<file path="src/rtl/core/sclp_pkg.sv">
// Shared types, constants and keyword tables of the serial command line parser.
package sclp_pkg;

  localparam int LINE_CAPACITY = 64;
  localparam int ADDR_W        = $clog2(LINE_CAPACITY);
  localparam int ROW_COUNT     = 8;
  localparam int MAX_RESULTS   = 56;
  localparam int QUEUE_DEPTH   = 4;
  localparam int QPTR_W        = $clog2(QUEUE_DEPTH);

  localparam logic [7:0] CH_LF    = 8'h0A;
  localparam logic [7:0] CH_CR    = 8'h0D;
  localparam logic [7:0] CH_SPACE = 8'h20;
  localparam logic [7:0] CH_TAB   = 8'h09;
  localparam logic [7:0] CH_VT    = 8'h0B;
  localparam logic [7:0] CH_FF    = 8'h0C;
  localparam logic [7:0] CH_PLUS  = 8'h2B;
  localparam logic [7:0] CH_MINUS = 8'h2D;
  localparam logic [7:0] CH_ZERO  = 8'h30;
  localparam logic [7:0] CH_X_LC  = 8'h78;
  localparam logic [7:0] CH_X_UC  = 8'h58;

  localparam logic [2:0] KIND_CLOCK = 3'd0;
  localparam logic [2:0] KIND_PING  = 3'd1;
  localparam logic [2:0] KIND_STYLE = 3'd2;
  localparam logic [2:0] KIND_ALERT = 3'd3;
  localparam logic [2:0] KIND_ROW   = 3'd4;

  localparam logic [1:0] STYLE_ARCS   = 2'd0;
  localparam logic [1:0] STYLE_DOTS   = 2'd1;
  localparam logic [1:0] STYLE_DOTTED = 2'd2;

  // Keywords: the five commands first, then the three style names.
  typedef enum logic [2:0] {
    KW_CLOCK, KW_PING, KW_CSTYLE, KW_ALERT, KW_ROW, KW_ARCS, KW_DOTS, KW_DOTTED
  } kw_t;

  // One classified byte as it travels from the front to the back.
  typedef struct packed {
    logic [7:0] data;
    logic       eol;
  } beat_t;

  // One result item.
  typedef struct packed {
    logic [2:0]  command_kind;
    logic [4:0]  hours;
    logic [5:0]  minutes;
    logic [5:0]  seconds;
    logic [1:0]  style_code;
    logic        alert_on;
    logic [2:0]  row_number;
    logic [31:0] row_color;
    logic [7:0]  text_char;
    logic        text_present;
    logic        last_of_line;
  } result_t;

  function automatic logic [87:0] kw_text(input kw_t kw);
    logic [87:0] s;
    unique case (kw)
      KW_CLOCK:  s = 88'("CLOCK");
      KW_PING:   s = 88'("PING");
      KW_CSTYLE: s = 88'("CSTYLE");
      KW_ALERT:  s = 88'("ALERT");
      KW_ROW:    s = 88'("ROW");
      KW_ARCS:   s = 88'("arcs");
      KW_DOTS:   s = 88'("dots");
      default:   s = 88'("dotted-arcs");
    endcase
    return s;
  endfunction

  function automatic logic [3:0] kw_len(input kw_t kw);
    logic [3:0] n;
    unique case (kw)
      KW_CLOCK:  n = 4'd5;
      KW_PING:   n = 4'd4;
      KW_CSTYLE: n = 4'd6;
      KW_ALERT:  n = 4'd5;
      KW_ROW:    n = 4'd3;
      KW_ARCS:   n = 4'd4;
      KW_DOTS:   n = 4'd4;
      default:   n = 4'd11;
    endcase
    return n;
  endfunction

  // Character idx of a keyword, or zero past its end.
  function automatic logic [7:0] kw_char(input kw_t kw, input logic [3:0] idx);
    logic [87:0] s;
    logic [3:0]  n;
    logic [3:0]  pos;
    s   = kw_text(kw);
    n   = kw_len(kw);
    pos = n - 4'd1 - idx;
    return (idx < n) ? s[{pos, 3'b000} +: 8] : 8'd0;
  endfunction

endpackage

</file>
<file path="src/rtl/core/sclp_front.sv">
// Front part: accepts received bytes and marks line ends.
module sclp_front (
  input  logic                 clk,
  input  logic                 rst,
  input  logic                 s_tvalid,
  output logic                 s_tready,
  input  logic [7:0]           s_tdata,
  output logic                 f_valid,
  input  logic                 f_ready,
  output sclp_pkg::beat_t      f_beat
);

  assign s_tready = !f_valid || f_ready;

  always_ff @(posedge clk) begin
    if (rst) begin
      f_valid <= 1'b0;
    end else begin
      if (f_ready) begin
        f_valid <= 1'b0;
      end
      if (s_tvalid && s_tready) begin
        f_valid     <= 1'b1;
        f_beat.data <= s_tdata;
        f_beat.eol  <= (s_tdata == sclp_pkg::CH_CR) || (s_tdata == sclp_pkg::CH_LF);
      end
    end
  end

endmodule

</file>
<file path="src/rtl/core/sclp_queue.sv">
// Short queue of classified bytes between the front and the back.
module sclp_queue (
  input  logic             clk,
  input  logic             rst,
  input  logic             in_valid,
  output logic             in_ready,
  input  sclp_pkg::beat_t  in_beat,
  output logic             out_valid,
  input  logic             out_ready,
  output sclp_pkg::beat_t  out_beat
);

  sclp_pkg::beat_t                  slots [sclp_pkg::QUEUE_DEPTH];
  logic [sclp_pkg::QPTR_W-1:0]      wr_ptr;
  logic [sclp_pkg::QPTR_W-1:0]      rd_ptr;
  logic [sclp_pkg::QPTR_W:0]        count;
  logic                             push;
  logic                             pop;

  assign in_ready  = (count != (sclp_pkg::QPTR_W+1)'(sclp_pkg::QUEUE_DEPTH));
  assign out_valid = (count != '0);
  assign out_beat  = slots[rd_ptr];
  assign push      = in_valid && in_ready;
  assign pop       = out_valid && out_ready;

  always_ff @(posedge clk) begin
    if (push) begin
      slots[wr_ptr] <= in_beat;
    end
  end

  always_ff @(posedge clk) begin
    if (rst) begin
      wr_ptr <= '0;
      rd_ptr <= '0;
      count  <= '0;
    end else begin
      if (push) begin
        wr_ptr <= wr_ptr + 1'b1;
      end
      if (pop) begin
        rd_ptr <= rd_ptr + 1'b1;
      end
      if (push && !pop) begin
        count <= count + 1'b1;
      end else if (pop && !push) begin
        count <= count - 1'b1;
      end
    end
  end

endmodule

</file>
<file path="src/rtl/core/sclp_back.sv">
// Back part: line store, character-serial command parser and result register.
module sclp_back (
  input  logic                 clk,
  input  logic                 rst,
  input  logic                 q_valid,
  output logic                 q_ready,
  input  sclp_pkg::beat_t      q_beat,
  output logic                 out_valid,
  input  logic                 out_ready,
  output sclp_pkg::result_t    out_res
);

  typedef enum logic [3:0] {
    ST_COLLECT, ST_CMD_WS, ST_CMD_WORD, ST_DEC_WS, ST_DEC_SIGN, ST_DEC_DIG,
    ST_STY_WS, ST_STY_WORD, ST_COL_WS, ST_COL_WORD, ST_TXT_WS, ST_TXT, ST_EMIT
  } state_t;

  localparam int AW = sclp_pkg::ADDR_W;

  state_t            state;
  logic [7:0]        mem [sclp_pkg::LINE_CAPACITY];
  logic [7:0]        rd_q;
  logic [AW-1:0]     rd_addr;
  logic [AW-1:0]     len;
  logic              zero_seen;
  logic [AW-1:0]     zero_pos;
  logic [AW-1:0]     eff_len;
  logic [AW-1:0]     p;
  logic [7:0]        match;
  logic [3:0]        cnt;
  sclp_pkg::kw_t     cmd;
  logic [1:0]        dec_idx;
  logic              neg;
  logic [6:0]        mag;
  logic [2:0]        ccnt;
  logic              any;
  logic              zero_only;
  logic              xwait;
  logic              dig_on;
  logic [31:0]       color;
  logic [5:0]        n;
  logic [4:0]        hours;
  logic [5:0]        minutes;
  logic [5:0]        seconds;
  logic [1:0]        style;
  logic              alert;
  logic [2:0]        row;

  logic [7:0]        c;
  logic              at_end;
  logic              ws;
  logic              sign;
  logic              dig;
  logic              hexd;
  logic [3:0]        hv;
  logic              take;
  logic              out_free;
  logic [10:0]       dec_sum;
  logic [6:0]        mag_next;
  logic [6:0]        dec_lim;
  logic              dec_ok;
  logic              txt_last;
  logic              in_word;
  logic              collect_wr;
  logic              emit;
  logic              word_hit;
  logic [2:0]        emit_kind;

  always_comb begin
    at_end = !(p < eff_len);
    c      = at_end ? 8'd0 : rd_q;
    ws     = (c == sclp_pkg::CH_SPACE) || (c == sclp_pkg::CH_TAB) || (c == sclp_pkg::CH_LF)
          || (c == sclp_pkg::CH_VT) || (c == sclp_pkg::CH_FF) || (c == sclp_pkg::CH_CR);
    sign   = (c == sclp_pkg::CH_PLUS) || (c == sclp_pkg::CH_MINUS);
    dig    = (c >= 8'h30) && (c <= 8'h39);
    hexd   = 1'b1;
    hv     = c[3:0];
    if (dig) begin
      hv = c[3:0];
    end else if (((c >= 8'h61) && (c <= 8'h66)) || ((c >= 8'h41) && (c <= 8'h46))) begin
      hv = c[3:0] + 4'd9;
    end else begin
      hexd = 1'b0;
    end
    out_free = !out_valid || out_ready;
    emit     = out_free && ((state == ST_EMIT) || (state == ST_TXT));
    in_word  = !ws && !at_end && (ccnt != 3'd7);
    dec_sum  = 11'(mag) * 11'd10 + 11'(c[3:0]);
    mag_next = (dec_sum > 11'd127) ? 7'd127 : dec_sum[6:0];
    if (cmd == sclp_pkg::KW_CLOCK) begin
      dec_lim = (dec_idx == 2'd0) ? 7'd23 : 7'd59;
    end else if (cmd == sclp_pkg::KW_ALERT) begin
      dec_lim = 7'd1;
    end else begin
      dec_lim = 7'(sclp_pkg::ROW_COUNT - 1);
    end
    dec_ok   = (!neg || (mag == 7'd0)) && (mag <= dec_lim);
    txt_last = at_end || ((p + 1'b1) == eff_len) || (n == 6'(sclp_pkg::MAX_RESULTS - 1));
    // A finished word continues the parse only if it equals a whole keyword.
    if (state == ST_CMD_WORD) begin
      word_hit = (match[0] && (cnt == sclp_pkg::kw_len(sclp_pkg::KW_CLOCK)))
              || (match[1] && (cnt == sclp_pkg::kw_len(sclp_pkg::KW_PING)))
              || (match[2] && (cnt == sclp_pkg::kw_len(sclp_pkg::KW_CSTYLE)))
              || (match[3] && (cnt == sclp_pkg::kw_len(sclp_pkg::KW_ALERT)))
              || (match[4] && (cnt == sclp_pkg::kw_len(sclp_pkg::KW_ROW)));
    end else begin
      word_hit = (match[5] && (cnt == sclp_pkg::kw_len(sclp_pkg::KW_ARCS)))
              || (match[6] && (cnt == sclp_pkg::kw_len(sclp_pkg::KW_DOTS)))
              || (match[7] && (cnt == sclp_pkg::kw_len(sclp_pkg::KW_DOTTED)));
    end
    unique case (cmd)
      sclp_pkg::KW_CLOCK:  emit_kind = sclp_pkg::KIND_CLOCK;
      sclp_pkg::KW_PING:   emit_kind = sclp_pkg::KIND_PING;
      sclp_pkg::KW_CSTYLE: emit_kind = sclp_pkg::KIND_STYLE;
      default:             emit_kind = sclp_pkg::KIND_ALERT;
    endcase
    unique case (state)
      ST_CMD_WS, ST_STY_WS, ST_COL_WS: take = ws;
      ST_CMD_WORD, ST_STY_WORD:        take = !ws && !at_end;
      ST_DEC_WS:                       take = ws || sign || dig;
      ST_DEC_SIGN, ST_DEC_DIG:         take = dig;
      ST_COL_WORD:                     take = in_word;
      ST_TXT_WS:                       take = (c == sclp_pkg::CH_SPACE);
      ST_TXT:                          take = !at_end && out_free;
      default:                         take = 1'b0;
    endcase
    rd_addr    = (state == ST_COLLECT) ? '0 : (take ? p + 1'b1 : p);
    q_ready    = (state == ST_COLLECT);
    collect_wr = (state == ST_COLLECT) && q_valid && !q_beat.eol
              && (len != AW'(sclp_pkg::LINE_CAPACITY - 1));
  end

  always_ff @(posedge clk) begin
    if (collect_wr) begin
      mem[len] <= q_beat.data;
    end
    rd_q <= mem[rd_addr];
  end

  always_ff @(posedge clk) begin
    if (rst) begin
      state     <= ST_COLLECT;
      len       <= '0;
      zero_seen <= 1'b0;
      out_valid <= 1'b0;
    end else begin
      if (out_ready && !emit) begin
        out_valid <= 1'b0;
      end
      if (take) begin
        p <= p + 1'b1;
      end
      unique case (state)
        ST_COLLECT: begin
          if (q_valid) begin
            if (q_beat.eol) begin
              if (len != '0) begin
                eff_len <= zero_seen ? zero_pos : len;
                p       <= '0;
                hours   <= '0;
                minutes <= '0;
                seconds <= '0;
                style   <= '0;
                alert   <= 1'b0;
                row     <= '0;
                state   <= ST_CMD_WS;
              end
            end else if (collect_wr) begin
              len <= len + 1'b1;
              if ((q_beat.data == 8'd0) && !zero_seen) begin
                zero_seen <= 1'b1;
                zero_pos  <= len;
              end
            end else begin
              len       <= '0;
              zero_seen <= 1'b0;
            end
          end
        end
        ST_CMD_WS, ST_STY_WS: begin
          if (!ws) begin
            match <= '1;
            cnt   <= '0;
            state <= (state == ST_CMD_WS) ? ST_CMD_WORD : ST_STY_WORD;
          end
        end
        ST_CMD_WORD, ST_STY_WORD: begin
          if (take) begin
            for (int k = 0; k < 8; k++) begin
              match[k] <= match[k] && (c == sclp_pkg::kw_char(sclp_pkg::kw_t'(3'(k)), cnt));
            end
            if (cnt != 4'd15) begin
              cnt <= cnt + 4'd1;
            end
          end else begin
            neg     <= 1'b0;
            mag     <= '0;
            dec_idx <= '0;
            if (!word_hit) begin
              // Unknown word: the line is dropped.
              state     <= ST_COLLECT;
              len       <= '0;
              zero_seen <= 1'b0;
            end else if (state == ST_CMD_WORD) begin
              if (match[0] && (cnt == sclp_pkg::kw_len(sclp_pkg::KW_CLOCK))) begin
                cmd <= sclp_pkg::KW_CLOCK;  state <= ST_DEC_WS;
              end else if (match[1] && (cnt == sclp_pkg::kw_len(sclp_pkg::KW_PING))) begin
                cmd <= sclp_pkg::KW_PING;   state <= ST_EMIT;
              end else if (match[2] && (cnt == sclp_pkg::kw_len(sclp_pkg::KW_CSTYLE))) begin
                cmd <= sclp_pkg::KW_CSTYLE; state <= ST_STY_WS;
              end else if (match[3] && (cnt == sclp_pkg::kw_len(sclp_pkg::KW_ALERT))) begin
                cmd <= sclp_pkg::KW_ALERT;  state <= ST_DEC_WS;
              end else begin
                cmd <= sclp_pkg::KW_ROW;    state <= ST_DEC_WS;
              end
            end else begin
              if (match[5] && (cnt == sclp_pkg::kw_len(sclp_pkg::KW_ARCS))) begin
                style <= sclp_pkg::STYLE_ARCS;   state <= ST_EMIT;
              end else if (match[6] && (cnt == sclp_pkg::kw_len(sclp_pkg::KW_DOTS))) begin
                style <= sclp_pkg::STYLE_DOTS;   state <= ST_EMIT;
              end else begin
                style <= sclp_pkg::STYLE_DOTTED; state <= ST_EMIT;
              end
            end
          end
        end
        ST_DEC_WS: begin
          if (sign) begin
            neg   <= (c == sclp_pkg::CH_MINUS);
            state <= ST_DEC_SIGN;
          end else if (dig) begin
            mag   <= mag_next;
            state <= ST_DEC_DIG;
          end else if (!ws) begin
            state     <= ST_COLLECT;
            len       <= '0;
            zero_seen <= 1'b0;
          end
        end
        ST_DEC_SIGN: begin
          if (dig) begin
            mag   <= mag_next;
            state <= ST_DEC_DIG;
          end else begin
            state     <= ST_COLLECT;
            len       <= '0;
            zero_seen <= 1'b0;
          end
        end
        ST_DEC_DIG: begin
          if (dig) begin
            mag <= mag_next;
          end else if (!dec_ok) begin
            state     <= ST_COLLECT;
            len       <= '0;
            zero_seen <= 1'b0;
          end else begin
            neg <= 1'b0;
            mag <= '0;
            if (cmd == sclp_pkg::KW_CLOCK) begin
              dec_idx <= dec_idx + 2'd1;
              if (dec_idx == 2'd0) begin
                hours <= mag[4:0];
                state <= ST_DEC_WS;
              end else if (dec_idx == 2'd1) begin
                minutes <= mag[5:0];
                state   <= ST_DEC_WS;
              end else begin
                seconds <= mag[5:0];
                state   <= ST_EMIT;
              end
            end else if (cmd == sclp_pkg::KW_ALERT) begin
              alert <= mag[0];
              state <= ST_EMIT;
            end else begin
              row   <= mag[2:0];
              state <= ST_COL_WS;
            end
          end
        end
        ST_COL_WS: begin
          if (!ws) begin
            ccnt      <= '0;
            neg       <= 1'b0;
            any       <= 1'b0;
            zero_only <= 1'b0;
            xwait     <= 1'b0;
            dig_on    <= 1'b1;
            color     <= '0;
            state     <= ST_COL_WORD;
          end
        end
        ST_COL_WORD: begin
          if (take) begin
            ccnt <= ccnt + 3'd1;
            if ((ccnt == 3'd0) && sign) begin
              neg <= (c == sclp_pkg::CH_MINUS);
            end else if (dig_on) begin
              if (xwait) begin
                xwait <= 1'b0;
                if (hexd) begin
                  color <= {color[27:0], hv};
                end else begin
                  dig_on <= 1'b0;
                end
              end else if (hexd) begin
                color     <= {color[27:0], hv};
                any       <= 1'b1;
                zero_only <= !any && (c == sclp_pkg::CH_ZERO);
              end else if (((c == sclp_pkg::CH_X_LC) || (c == sclp_pkg::CH_X_UC))
                           && zero_only) begin
                xwait     <= 1'b1;
                zero_only <= 1'b0;
              end else begin
                dig_on <= 1'b0;
              end
            end
          end else if (any) begin
            color <= neg ? 32'(32'd0 - color) : color;
            n     <= '0;
            state <= ST_TXT_WS;
          end else begin
            state     <= ST_COLLECT;
            len       <= '0;
            zero_seen <= 1'b0;
          end
        end
        ST_TXT_WS: begin
          if (!take) begin
            state <= ST_TXT;
          end
        end
        ST_TXT: begin
          if (out_free) begin
            out_valid <= 1'b1;
            out_res   <= '{command_kind: sclp_pkg::KIND_ROW, row_number: row,
                           row_color: color, text_char: c, text_present: !at_end,
                           last_of_line: txt_last, default: '0};
            n         <= n + 6'd1;
            if (txt_last) begin
              state     <= ST_COLLECT;
              len       <= '0;
              zero_seen <= 1'b0;
            end
          end
        end
        ST_EMIT: begin
          if (out_free) begin
            out_valid <= 1'b1;
            out_res   <= '{command_kind: emit_kind, hours: hours, minutes: minutes,
                           seconds: seconds, style_code: style, alert_on: alert,
                           last_of_line: 1'b1, default: '0};
            state     <= ST_COLLECT;
            len       <= '0;
            zero_seen <= 1'b0;
          end
        end
        default: begin
          state <= ST_COLLECT;
        end
      endcase
    end
  end

`ifndef NO_ASSERTIONS
  a_zero_inside_line: assert property (@(posedge clk) disable iff (rst)
    zero_seen |-> (zero_pos < len))
    else $error("first zero byte lies outside the stored line");

  a_pointer_in_line: assert property (@(posedge clk) disable iff (rst)
    (state != ST_COLLECT) |-> (p <= eff_len))
    else $error("parse pointer ran past the end of the line");

  a_last_ends_line: assert property (@(posedge clk) disable iff (rst)
    (state == ST_TXT && out_free && txt_last) |=> (state == ST_COLLECT && len == '0))
    else $error("line not released after its final text beat");
`endif

endmodule

</file>
<file path="src/rtl/core/serial_command_line_parser_unit.sv">
// Top level of the serial command line parser.
//
// Received characters enter on the s_ side one beat each and are collected into a
// line store of up to 63 characters; a character that would overflow the store
// discards the line. CR or LF ends a non-empty line, which is then parsed: CLOCK h m s,
// PING, CSTYLE arcs|dots|dotted-arcs, ALERT 0|1 and ROW index color text. A valid
// line gives one result beat on the m_ side, or for ROW one beat per text character
// (leading spaces skipped, at most 56, an empty text gives one beat with
// text_present low); the final beat of a line carries tlast. Invalid lines give
// nothing. A plain character is stored as soon as it reaches the back part, so the
// block keeps up with one character per cycle between lines. At a line end the
// back part walks the stored line character by character, and gives one ROW text
// beat per cycle while the output is free; during that walk the front part and its
// four-beat queue keep accepting characters until the queue fills.
module serial_command_line_parser_unit (
  input  logic        clk,
  input  logic        rst,
  input  logic        s_tvalid,
  output logic        s_tready,
  input  logic [7:0]  s_tdata,   // [7:0] rx_byte
  output logic        m_tvalid,
  input  logic        m_tready,
  output logic [63:0] m_tdata,   // [4:0] hours, [10:5] minutes, [16:11] seconds,
                                 // [18:17] style_code, [19] alert_on, [22:20] row_number,
                                 // [54:23] row_color, [62:55] text_char, [63] zero
  output logic [3:0]  m_tuser,   // [2:0] command_kind, [3] text_present
  output logic        m_tlast
);

  logic               f_valid;
  logic               f_ready;
  sclp_pkg::beat_t    f_beat;
  logic               q_valid;
  logic               q_ready;
  sclp_pkg::beat_t    q_beat;
  sclp_pkg::result_t  res;

  sclp_front u_front (
    .clk      (clk),
    .rst      (rst),
    .s_tvalid (s_tvalid),
    .s_tready (s_tready),
    .s_tdata  (s_tdata),
    .f_valid  (f_valid),
    .f_ready  (f_ready),
    .f_beat   (f_beat)
  );

  sclp_queue u_queue (
    .clk       (clk),
    .rst       (rst),
    .in_valid  (f_valid),
    .in_ready  (f_ready),
    .in_beat   (f_beat),
    .out_valid (q_valid),
    .out_ready (q_ready),
    .out_beat  (q_beat)
  );

  sclp_back u_back (
    .clk       (clk),
    .rst       (rst),
    .q_valid   (q_valid),
    .q_ready   (q_ready),
    .q_beat    (q_beat),
    .out_valid (m_tvalid),
    .out_ready (m_tready),
    .out_res   (res)
  );

  // Pack the result fields, first field in the lowest bits.
  assign m_tdata = {1'b0, res.text_char, res.row_color, res.row_number, res.alert_on,
                    res.style_code, res.seconds, res.minutes, res.hours};
  assign m_tuser = {res.text_present, res.command_kind};
  assign m_tlast = res.last_of_line;

endmodule

</file>
<file path="config.mk">
export PLATFORM = sky130hd
export DESIGN_NAME = serial_command_line_parser_unit
export DESIGN_NICKNAME = d
export VERILOG_FILES = /design/src/rtl/core/sclp_pkg.sv /design/src/rtl/core/sclp_front.sv /design/src/rtl/core/sclp_queue.sv /design/src/rtl/core/sclp_back.sv /design/src/rtl/core/serial_command_line_parser_unit.sv
export SDC_FILE = /design/constraint.sdc
export NUM_CORES = 1
export LEC_CHECK = 0
export BUFFER_PORTS_ARGS = -buffer_cell sky130_fd_sc_hd__buf_2
export CAP_MARGIN = 40
export CORE_MARGIN = 3
export CORE_UTILIZATION = 40
export DETAILED_ROUTE_END_ITERATION = 8
export GPL_TIMING_DRIVEN = 0
export PLACE_DENSITY_LB_ADDON = 0.1
export SKIP_CTS_REPAIR_TIMING = 1
export SKIP_LAST_GASP = 1
export SYNTH_ARGS = -nofsm -noshare
export SYNTH_HDL_FRONTEND = slang
export SYNTH_SLANG_ARGS = --single-unit
</file>
<file path="constraint.sdc">
create_clock -name clk -period 7.85 [get_ports clk]
set_input_delay 1.1775 -clock clk [delete_from_list [all_inputs] [get_ports clk]]
set_output_delay 1.1775 -clock clk [all_outputs]
set_load 0.01 [all_outputs]
</file>
==> qor.yml, run 1 <==
sta:
  finalHoldViolations: 0
  hold-worst-slack_ps: 438
  slew_headroom: 0.377
  grt_setup_unrepaired: "false"
  fmax_mhz: 131
  worst_pin_slew_ps: 934
  fin_skew_ps: 53.3
  final.min_clock_period_ps: 7610
  fin_crit_sh: 0.969
  finalSetupViolations: 0
  report.final.slew_viol_count: 0
yosys:
  syn_avg_cell_area_um2: 12.8
  synth_top_area_cell: "edfxtp_1"
  ys_ff_latch: 766
  synth_warnings: 0
  synthesis.nets: 2817
  ys_types: 99
  async_flop_share: 0
  syn_inst: 2738
  yosysTopAreaCellShare: 0.633
  ys_seq_area_frac: 0.650
  ys.flop_type: "edfxtp_1"
  ys_top_cells_by_area: "edfxtp_1 (63%), nor2_1 (2.6%), ha_1 (2.3%)"
  synth-edff-count: 736
  syn_area_mm2: 0.0349
critical_path:
  cp-end-kind: "flip-flop"
  arrival_ps: 8070
  worstReg2RegEnd: "u_back.rd_q[2]"
  path_class: "reg -> reg"
  crit_start: "u_back.p[1]"
  critPathRequiredTime_ps: 8310
  critical-path-max-stage-delay_ps: 580
  cp_slowest_cell: "a21oi_2"
  crit_chain: "ha_1, nor2b_1, o211ai_1, a21oi_1, nor2_1, buf_4, clkbuf_1, nand2_1, clkinvlp_4, ha_1, or3_1, a21oi_2, o21ai_2, o22ai_4, o211ai_4, xnor2_2, a21oi_2, buf_2, buf_2, o221ai_1, a32oi_1, nand4_1, nor4_2"
  critPathLaunchType: "flip-flop"
  regToRegStartpoint: "u_back.p[1]"
  reg2reg_slack_ps: 240
  endpoint: "u_back.rd_q[2]"
  crit_fanout: 10
  worstRegToRegCells: 23
route:
  antenna_left: 0
  drt_iter0_drc: 2112
  routed-wl-met2_um: 53500
  topRoutingLayerUsed: "met4"
  via_count: 24100
  drc: 0
  viasPerCell: 5.80
  wl_met3_um: 6350
  detail_route.wl_per_cell_um: 26.4
  wl_met1_um: 44800
  postRouteWirelength_um: 110000
  dr.pass1.iters: 6
run:
  max_cap_viol_count: 0
clocking:
  clockBufferDepth: 3
  worstSkewPairLatency_ps: 660
  htreeDepth: 3
  numCtsBuffers: 84
  clock_sinks: 766
  cts_tree: "yes"
  cts.clk_slew.worst_paths_ps: 60
  cts_root_buf: "clkbuf_16"
finish:
  syn2layout_area_growth_pct: 14.5
  fill_cells: 7841
  drive_gt1_frac: 0.129
  nets: 3017
  final_cell_mix: "edfxtp_1 (736), nor2_1 (238), nand2_1 (196)"
  layout_commonest_cell: "edfxtp_1"
power_and_ir_drop:
  power_density_mw_per_mm2: 360
  sw_frac_of_total: 0.393
  p_clk_frac: 0.276
  p_comb_frac: 0.371
  peakVddDrop_uv: 198
  pwr-share-seq: 0.353
  power_uw: 14400
  p_sw_uw: 5650
  p_leak_uw: 0.0135
  p_int_uw: 8730
global_routing:
  track_usage: 0.239
  grt_pass1_vias: 23800
  overflow: 0
  grt_pass1_wl_um: 160000
  antenna_found_initial: 2
  grt_max_degree: 66
placement:
  dp_hpwl_um: 78700
  place.gp.congestion: 0.954
  port_buffers: 81
hold_path:
  hp-start: "u_back.len[2]"
  min_path_type: "reg -> reg"
floorplanning:
  die_height_um: 302
  io_pins: 83
  die_w_um: 302
  design.die.area_mm2: 0.0909
  core-area_mm2: 0.0859
  rows: 107
  initial_utilization: 0.407
status:
  status: "complete, no violations"
synth_stat cells (all sizes together), types with 11 or more instances:
library cell	count
ha	64
and3	60
a211oi	47
a21oi	93
o211ai	78
and2	61
xor2	36
mux2	34
or3	116
buf	63
nor4	23
nand3b	13
nand4	21
nand2b	17
edfxtp	736
clkbuf	116
dfxtp	30
o31ai	20
nor2b	16
o22ai	16
o311ai	18
a311oi	11
nor2	239
xnor2	38
a31oi	21
nand3	78
a22oi	15
a32oi	12
a22o	11
o221ai	18
o21ai	99
nand2	197
mux2i	42
inv	57
nor3	92
cell type report:
| class | instances | area (um2) | area share |
|---|---|---|---|
| diodes | 1 | 2.50 | 0.0000626 |
| plain buffers | 179 | 772 | 0.0193 |
| clock buffers | 98 | 2150 | 0.0539 |
| clock inverters | 56 | 627 | 0.0157 |
| inverters | 59 | 225 | 0.00563 |
| multi-input cells | 1734 | 11300 | 0.283 |
| flip-flops and latches | 766 | 22700 | 0.568 |
| well taps | 1144 | 1430 | 0.0358 |
| repair buffers | 114 | 764 | 0.0191 |
worst min path at each step:
stage	endpoint	slack, ps	cells past startpoint
4_1_cts	u_back.zero_pos[2]	440	0
3_5_place_dp	u_back.zero_pos[2]	420	0
2_1_floorplan	u_back.zero_pos[2]	410	0
3_3_place_gp	u_back.zero_pos[2]	410	0
5_1_grt	u_back.zero_pos[2]	470	0
6_report	u_back.zero_pos[2]	440	0
cells by family (layout without fill, tap and decap cells):
logic type | after synthesis | after routing | share of synthesized area
adders and majority gates | 68 | 68 | 0.0249
other | 1 | 2 | 0.000107
buffers and inverters | 238 | 506 | 0.0284
DFF | 766 | 766 | 0.650
AOI/OAI and AO/OA | 534 | 534 | 0.108
xor gates and xnor gates | 74 | 74 | 0.0188
muxes | 86 | 86 | 0.0298
and+or+nand+nor | 971 | 971 | 0.140
per-stage QoR:
step	util	TNS (ps)	area, um2	worst slack [ps]	std cells
CTS	0.465	-530	40000	-156	4148
global placement	0.428	-201660	36800	-2180	3963
finish	0.465	0	40000	241	4151
global route	0.465	0	40000	48.6	4150
detailed placement	0.433	-183	37200	-69.9	3994
floorplan	-	0	34900	771	2738
power groups by stage:
stage / clock network, uW / registers [uW] / logic [uW]
6_report: 3970 / 5080 / 5330
5_1_grt: 4180 / 5100 / 5680
4_1_cts: 4030 / 5080 / 5240
3_5_place_dp: 0 / 5160 / 5210
3_3_place_gp: 0 / 5180 / 5090
2_1_floorplan: 0 / 5120 / 3070
registers in the layout, indices dropped and copies added (netlist names), 6 cells and up, named ones only:
register / count
u_queue.slots: 36
u_back.len: 6
u_back.color: 32
u_back.rd_q: 8
u_back.n: 6
u_back.mem: 512
u_back.zero_pos: 6
u_back.eff_len: 6
u_back.match: 8
u_back.p: 6
u_back.mag: 7
u_front.f_beat: 9
u_back.out_res: 68
u_back.seconds: 6
u_back.minutes: 6
worst max-delay path: cells and delay by family, from the launching register on:
family / cells / cell delay (ps)
AOI/OAI and AO/OA: 9 / 2460
xor gates and xnor gates: 1 / 320
adders and majority gates: 2 / 670
buffers and inverters: 5 / 1620
DFF: 1 / 500
and+or+nand+nor: 6 / 1820
per-layer routing:
metal | vias to the layer above | global-route usage
met2 | 922 | 0.406
met4 | 0 | 0.104
li1 | 10900 | -
met5 | - | 0
met1 | 12100 | 0.308
met3 | 216 | 0.0302
Note: power is estimated with default switching activity, not from simulation.
==> inputs of run 2 (changes only) <==
--- a/config.mk
+++ b/config.mk
@@ -8,7 +8,8 @@
 export BUFFER_PORTS_ARGS = -buffer_cell sky130_fd_sc_hd__buf_2
 export CAP_MARGIN = 40
 export CORE_MARGIN = 3
-export CORE_UTILIZATION = 40
+export CORE_UTILIZATION = 35
+export CTS_BUF_LIST = sky130_fd_sc_hd__clkbuf_4 sky130_fd_sc_hd__clkbuf_8
 export DETAILED_ROUTE_END_ITERATION = 8
 export GPL_TIMING_DRIVEN = 0
 export PLACE_DENSITY_LB_ADDON = 0.1
==> run 2 against run 1 <==
  * Sequential share of layout area shrank 0.48 points
  * Flip-flop and latch count did not move
  * Die area grew 14%
  * Total power is essentially flat
  * Setup slack improved by 62 ps
  * Worst hold slack got worse by 7.6 ps
  * First-iteration DRC count rose by 7.8%
  * Final area up 0.86%
  * Non-clock buffer count grew 11
  * Critical path type unchanged
  * Largest cell class unchanged
  * Highest routed layer unchanged
==> qor.yml, run 2 (same netlist as run 1, synthesis figures left out) <==
status:
  status: "complete, no violations"
sta:
  worst_pin_slew_ps: 928  # -6.42 ps
  grt_setup_unrepaired: "false"
  finalSetupTns_ps: 0  # unchanged
  hold-worst-slack_ps: 430  # -7.59 ps
  fmax_mhz: 133  # +0.82%
  slew_headroom: 0.377  # about the same
  fin_crit_sh: 0.961  # -0.00791
  report.final.slew_viol_count: 0  # unchanged
  finalSetupViolations: 0  # unchanged
  final.min_clock_period_ps: 7550  # -62.1 ps
  fin_skew_ps: 48.6  # -4.63 ps
  finalHoldViolations: 0  # unchanged
route:
  antenna_left: 0  # unchanged
  postRouteWirelength_um: 116000  # +5.9%
  detail_route.wl_per_cell_um: 26.4  # about the same
  via_count: 24500  # +1.8%
  viasPerCell: 5.57  # -4.0%
  drc: 0  # unchanged
  dr.pass1.iters: 5  # -1
  drt_iter0_drc: 2277  # +7.8%
critical_path:
  critPathRequiredTime_ps: 8570  # +260 ps
  crit_start: "u_back.p[1]"
  critPathLaunchType: "flip-flop"
  crit_fanout: 10  # unchanged
  crit_buf_inv: 6  # +1
  critical-path-max-stage-delay_ps: 560  # -20 ps
  critPathMostFrequentCell: "ha_1"
  path_class: "reg -> reg"
  reg2reg_slack_ps: 300  # +60 ps
  regToRegStartpoint: "u_back.p[1]"
  crit_chain: "ha_1, nor2b_1, o211ai_1, a21oi_1, nor2_1, buf_4, clkbuf_2, nand2_1, clkinvlp_4, ha_1, or3_1, a21oi_2, o21ai_2, o22a_1, a21o_2, o21ai_4, buf_2, clkbuf_1, o221ai_1, a32oi_1, nand4_1, nor4_1, clkdlybuf4s15_2"
  cp_slowest_cell: "a32oi_1"
  cp-end-kind: "flip-flop"
  endpoint: "u_back.rd_q[2]"
  worstRegToRegCells: 23  # unchanged
  worst-path-stages: 23  # unchanged
  arrival_ps: 8260  # +190 ps
  crit_family: "compound AO/OA/AOI/OAI gates"
  worstReg2RegEnd: "u_back.rd_q[2]"
floorplanning:
  design.die.area_mm2: 0.104  # +14%
  core-area_mm2: 0.0987  # +15%
  rows: 115  # +7.5%
  initial_utilization: 0.354  # -0.0525
  io_pins: 83  # unchanged
  die_height_um: 322  # +6.8%
  die_w_um: 322  # +6.8%
global_routing:
  met1_usage: 0.280  # -0.0280
  grt_pass1_wl_um: 170000  # +6.0%
  grt_pass1_vias: 24800  # +4.5%
  grt.busiest_layer: "met2"
  overflow: 0  # unchanged
  track_usage: 0.224  # -0.0152
  antenna_found_initial: 2  # unchanged
  grtUsageMet2: 0.375  # -0.0304
  met3_usage: 0.0394  # +0.00916
  grt_max_degree: 66  # unchanged
hold_path:
  min_path_type: "reg -> reg"
  worstHoldPathCells: 0  # unchanged
placement:
  place.gp.congestion: 0.929  # -2.6%
  place_area_mm2: 0.0375  # +0.91%
  port_buffers: 81  # unchanged
  dp_hpwl_um: 82400  # +4.6%
  dp_cells: 4149  # +3.9%
finish:
  instances_no_fill: 4400  # +6.0%
  largest_reg_flops: 512  # unchanged
  design_area_mm2: 0.0403  # +0.86%
  nets: 3083  # +2.2%
  fill_cells: 9386  # +20%
  final_cell_mix: "edfxtp_1 (736), nor2_1 (238), nand2_1 (196)"
  drive_gt1_frac: 0.161  # +0.0323
  reg_top3: "u_back.mem x512, u_back.out_res x68, u_queue.slots x36"
  post-route-util: 0.409  # -0.0567
  regMostFlops: "u_back.mem"
  syn2layout_area_growth_pct: 15.5
  layout_commonest_cell: "edfxtp_1"
power_and_ir_drop:
  power_density_mw_per_mm2: 357  # -0.78%
  peakVddDrop_uv: 178  # -9.9%
  p_leak_uw: 0.0137  # +1.6%
clocking:
  cts_root_buf: "clkbuf_8"
  htreeDepth: 4  # +1
  numCtsBuffers: 139  # +65%
  clockBufferDepth: 3  # unchanged
  clock_sinks: 766  # unchanged
  cts.clk_slew.worst_paths_ps: 70  # about the same
  cts_tree: "yes"
  worstSkewPairLatency_ps: 820  # +160 ps
run:
  max_cap_viol_count: 0  # unchanged
==> run 2: cell types whose count changed in the layout (fill, tap and decap cells not counted), sizes merged <==
cell / delta
bufinv: -4
diode: +1
clkbuf: +93
clkdlybuf4s15: +3
clkinv: +3
buf: +9
clkinvlp: -1
inv: +2
==> run 2: worst min-delay path by stage <==
| stage | start | to |
|---|---|---|
| floorplan | u_back.len[2] | u_back.zero_pos[2] |
| global placement | u_back.len[2] | u_back.zero_pos[2] |
| detailed placement | u_back.len[2] | u_back.zero_pos[2] |
| CTS | u_back.len[2] | u_back.zero_pos[2] |
| global route | u_back.len[2] | u_back.zero_pos[2] |
| finish | u_back.len[2] | u_back.zero_pos[2] |
==> run 2: per-stage QoR <==
step | setup slack (ps) | power (uW)
after floorplan | 771 | 8180
after CTS | -345 | 14400
after global placement | -2870 | 10400
after global routing | 16.5 | 15000
after detailed placement | -296 | 10600
final | 303 | 14400
==> run 2: metal layers <==
layer / up-vias / share of wire
met5: - / 0
met4: 0 / 0.046
met3: 227 / 0.060
met2: 937 / 0.49
met1: 12300 / 0.41
li1: 11000 / -
==> run 2: where the power goes <==
group / internal, uW / switching (uW) / leakage (uW) / total [uW]
registers: 4930 / 152 / 0.00691 / 5080
clock network: 2090 / 1720 / 0.00147 / 3810
logic: 1600 / 3900 / 0.00534 / 5500
total: 8620 / 5770 / 0.0137 / 14400
==> run 2: final cells by class <==
type	instances	area [um2]	area share
Sequential cell	766	22700	0.563
Multi-Input combinational cell	1734	11300	0.281
Clock buffer	192	2370	0.0587
Tap cell	1287	1610	0.0399
Timing Repair Buffer	125	916	0.0227
Buffer	179	776	0.0192
Clock inverter	56	410	0.0102
Inverter	59	225	0.00558
Antenna cell	2	5.00	0.000124
==> run 2: worst register-to-register path: cells and delay by family (launching register included) <==
| kind | cells | cell delay [ps] |
|---|---|---|
| AOI/OAI and AO/OA | 9 | 2580 |
| and+or+nand+nor | 6 | 1610 |
| DFF | 1 | 510 |
| adders and majority gates | 2 | 680 |
| buffers and inverters | 6 | 2070 |
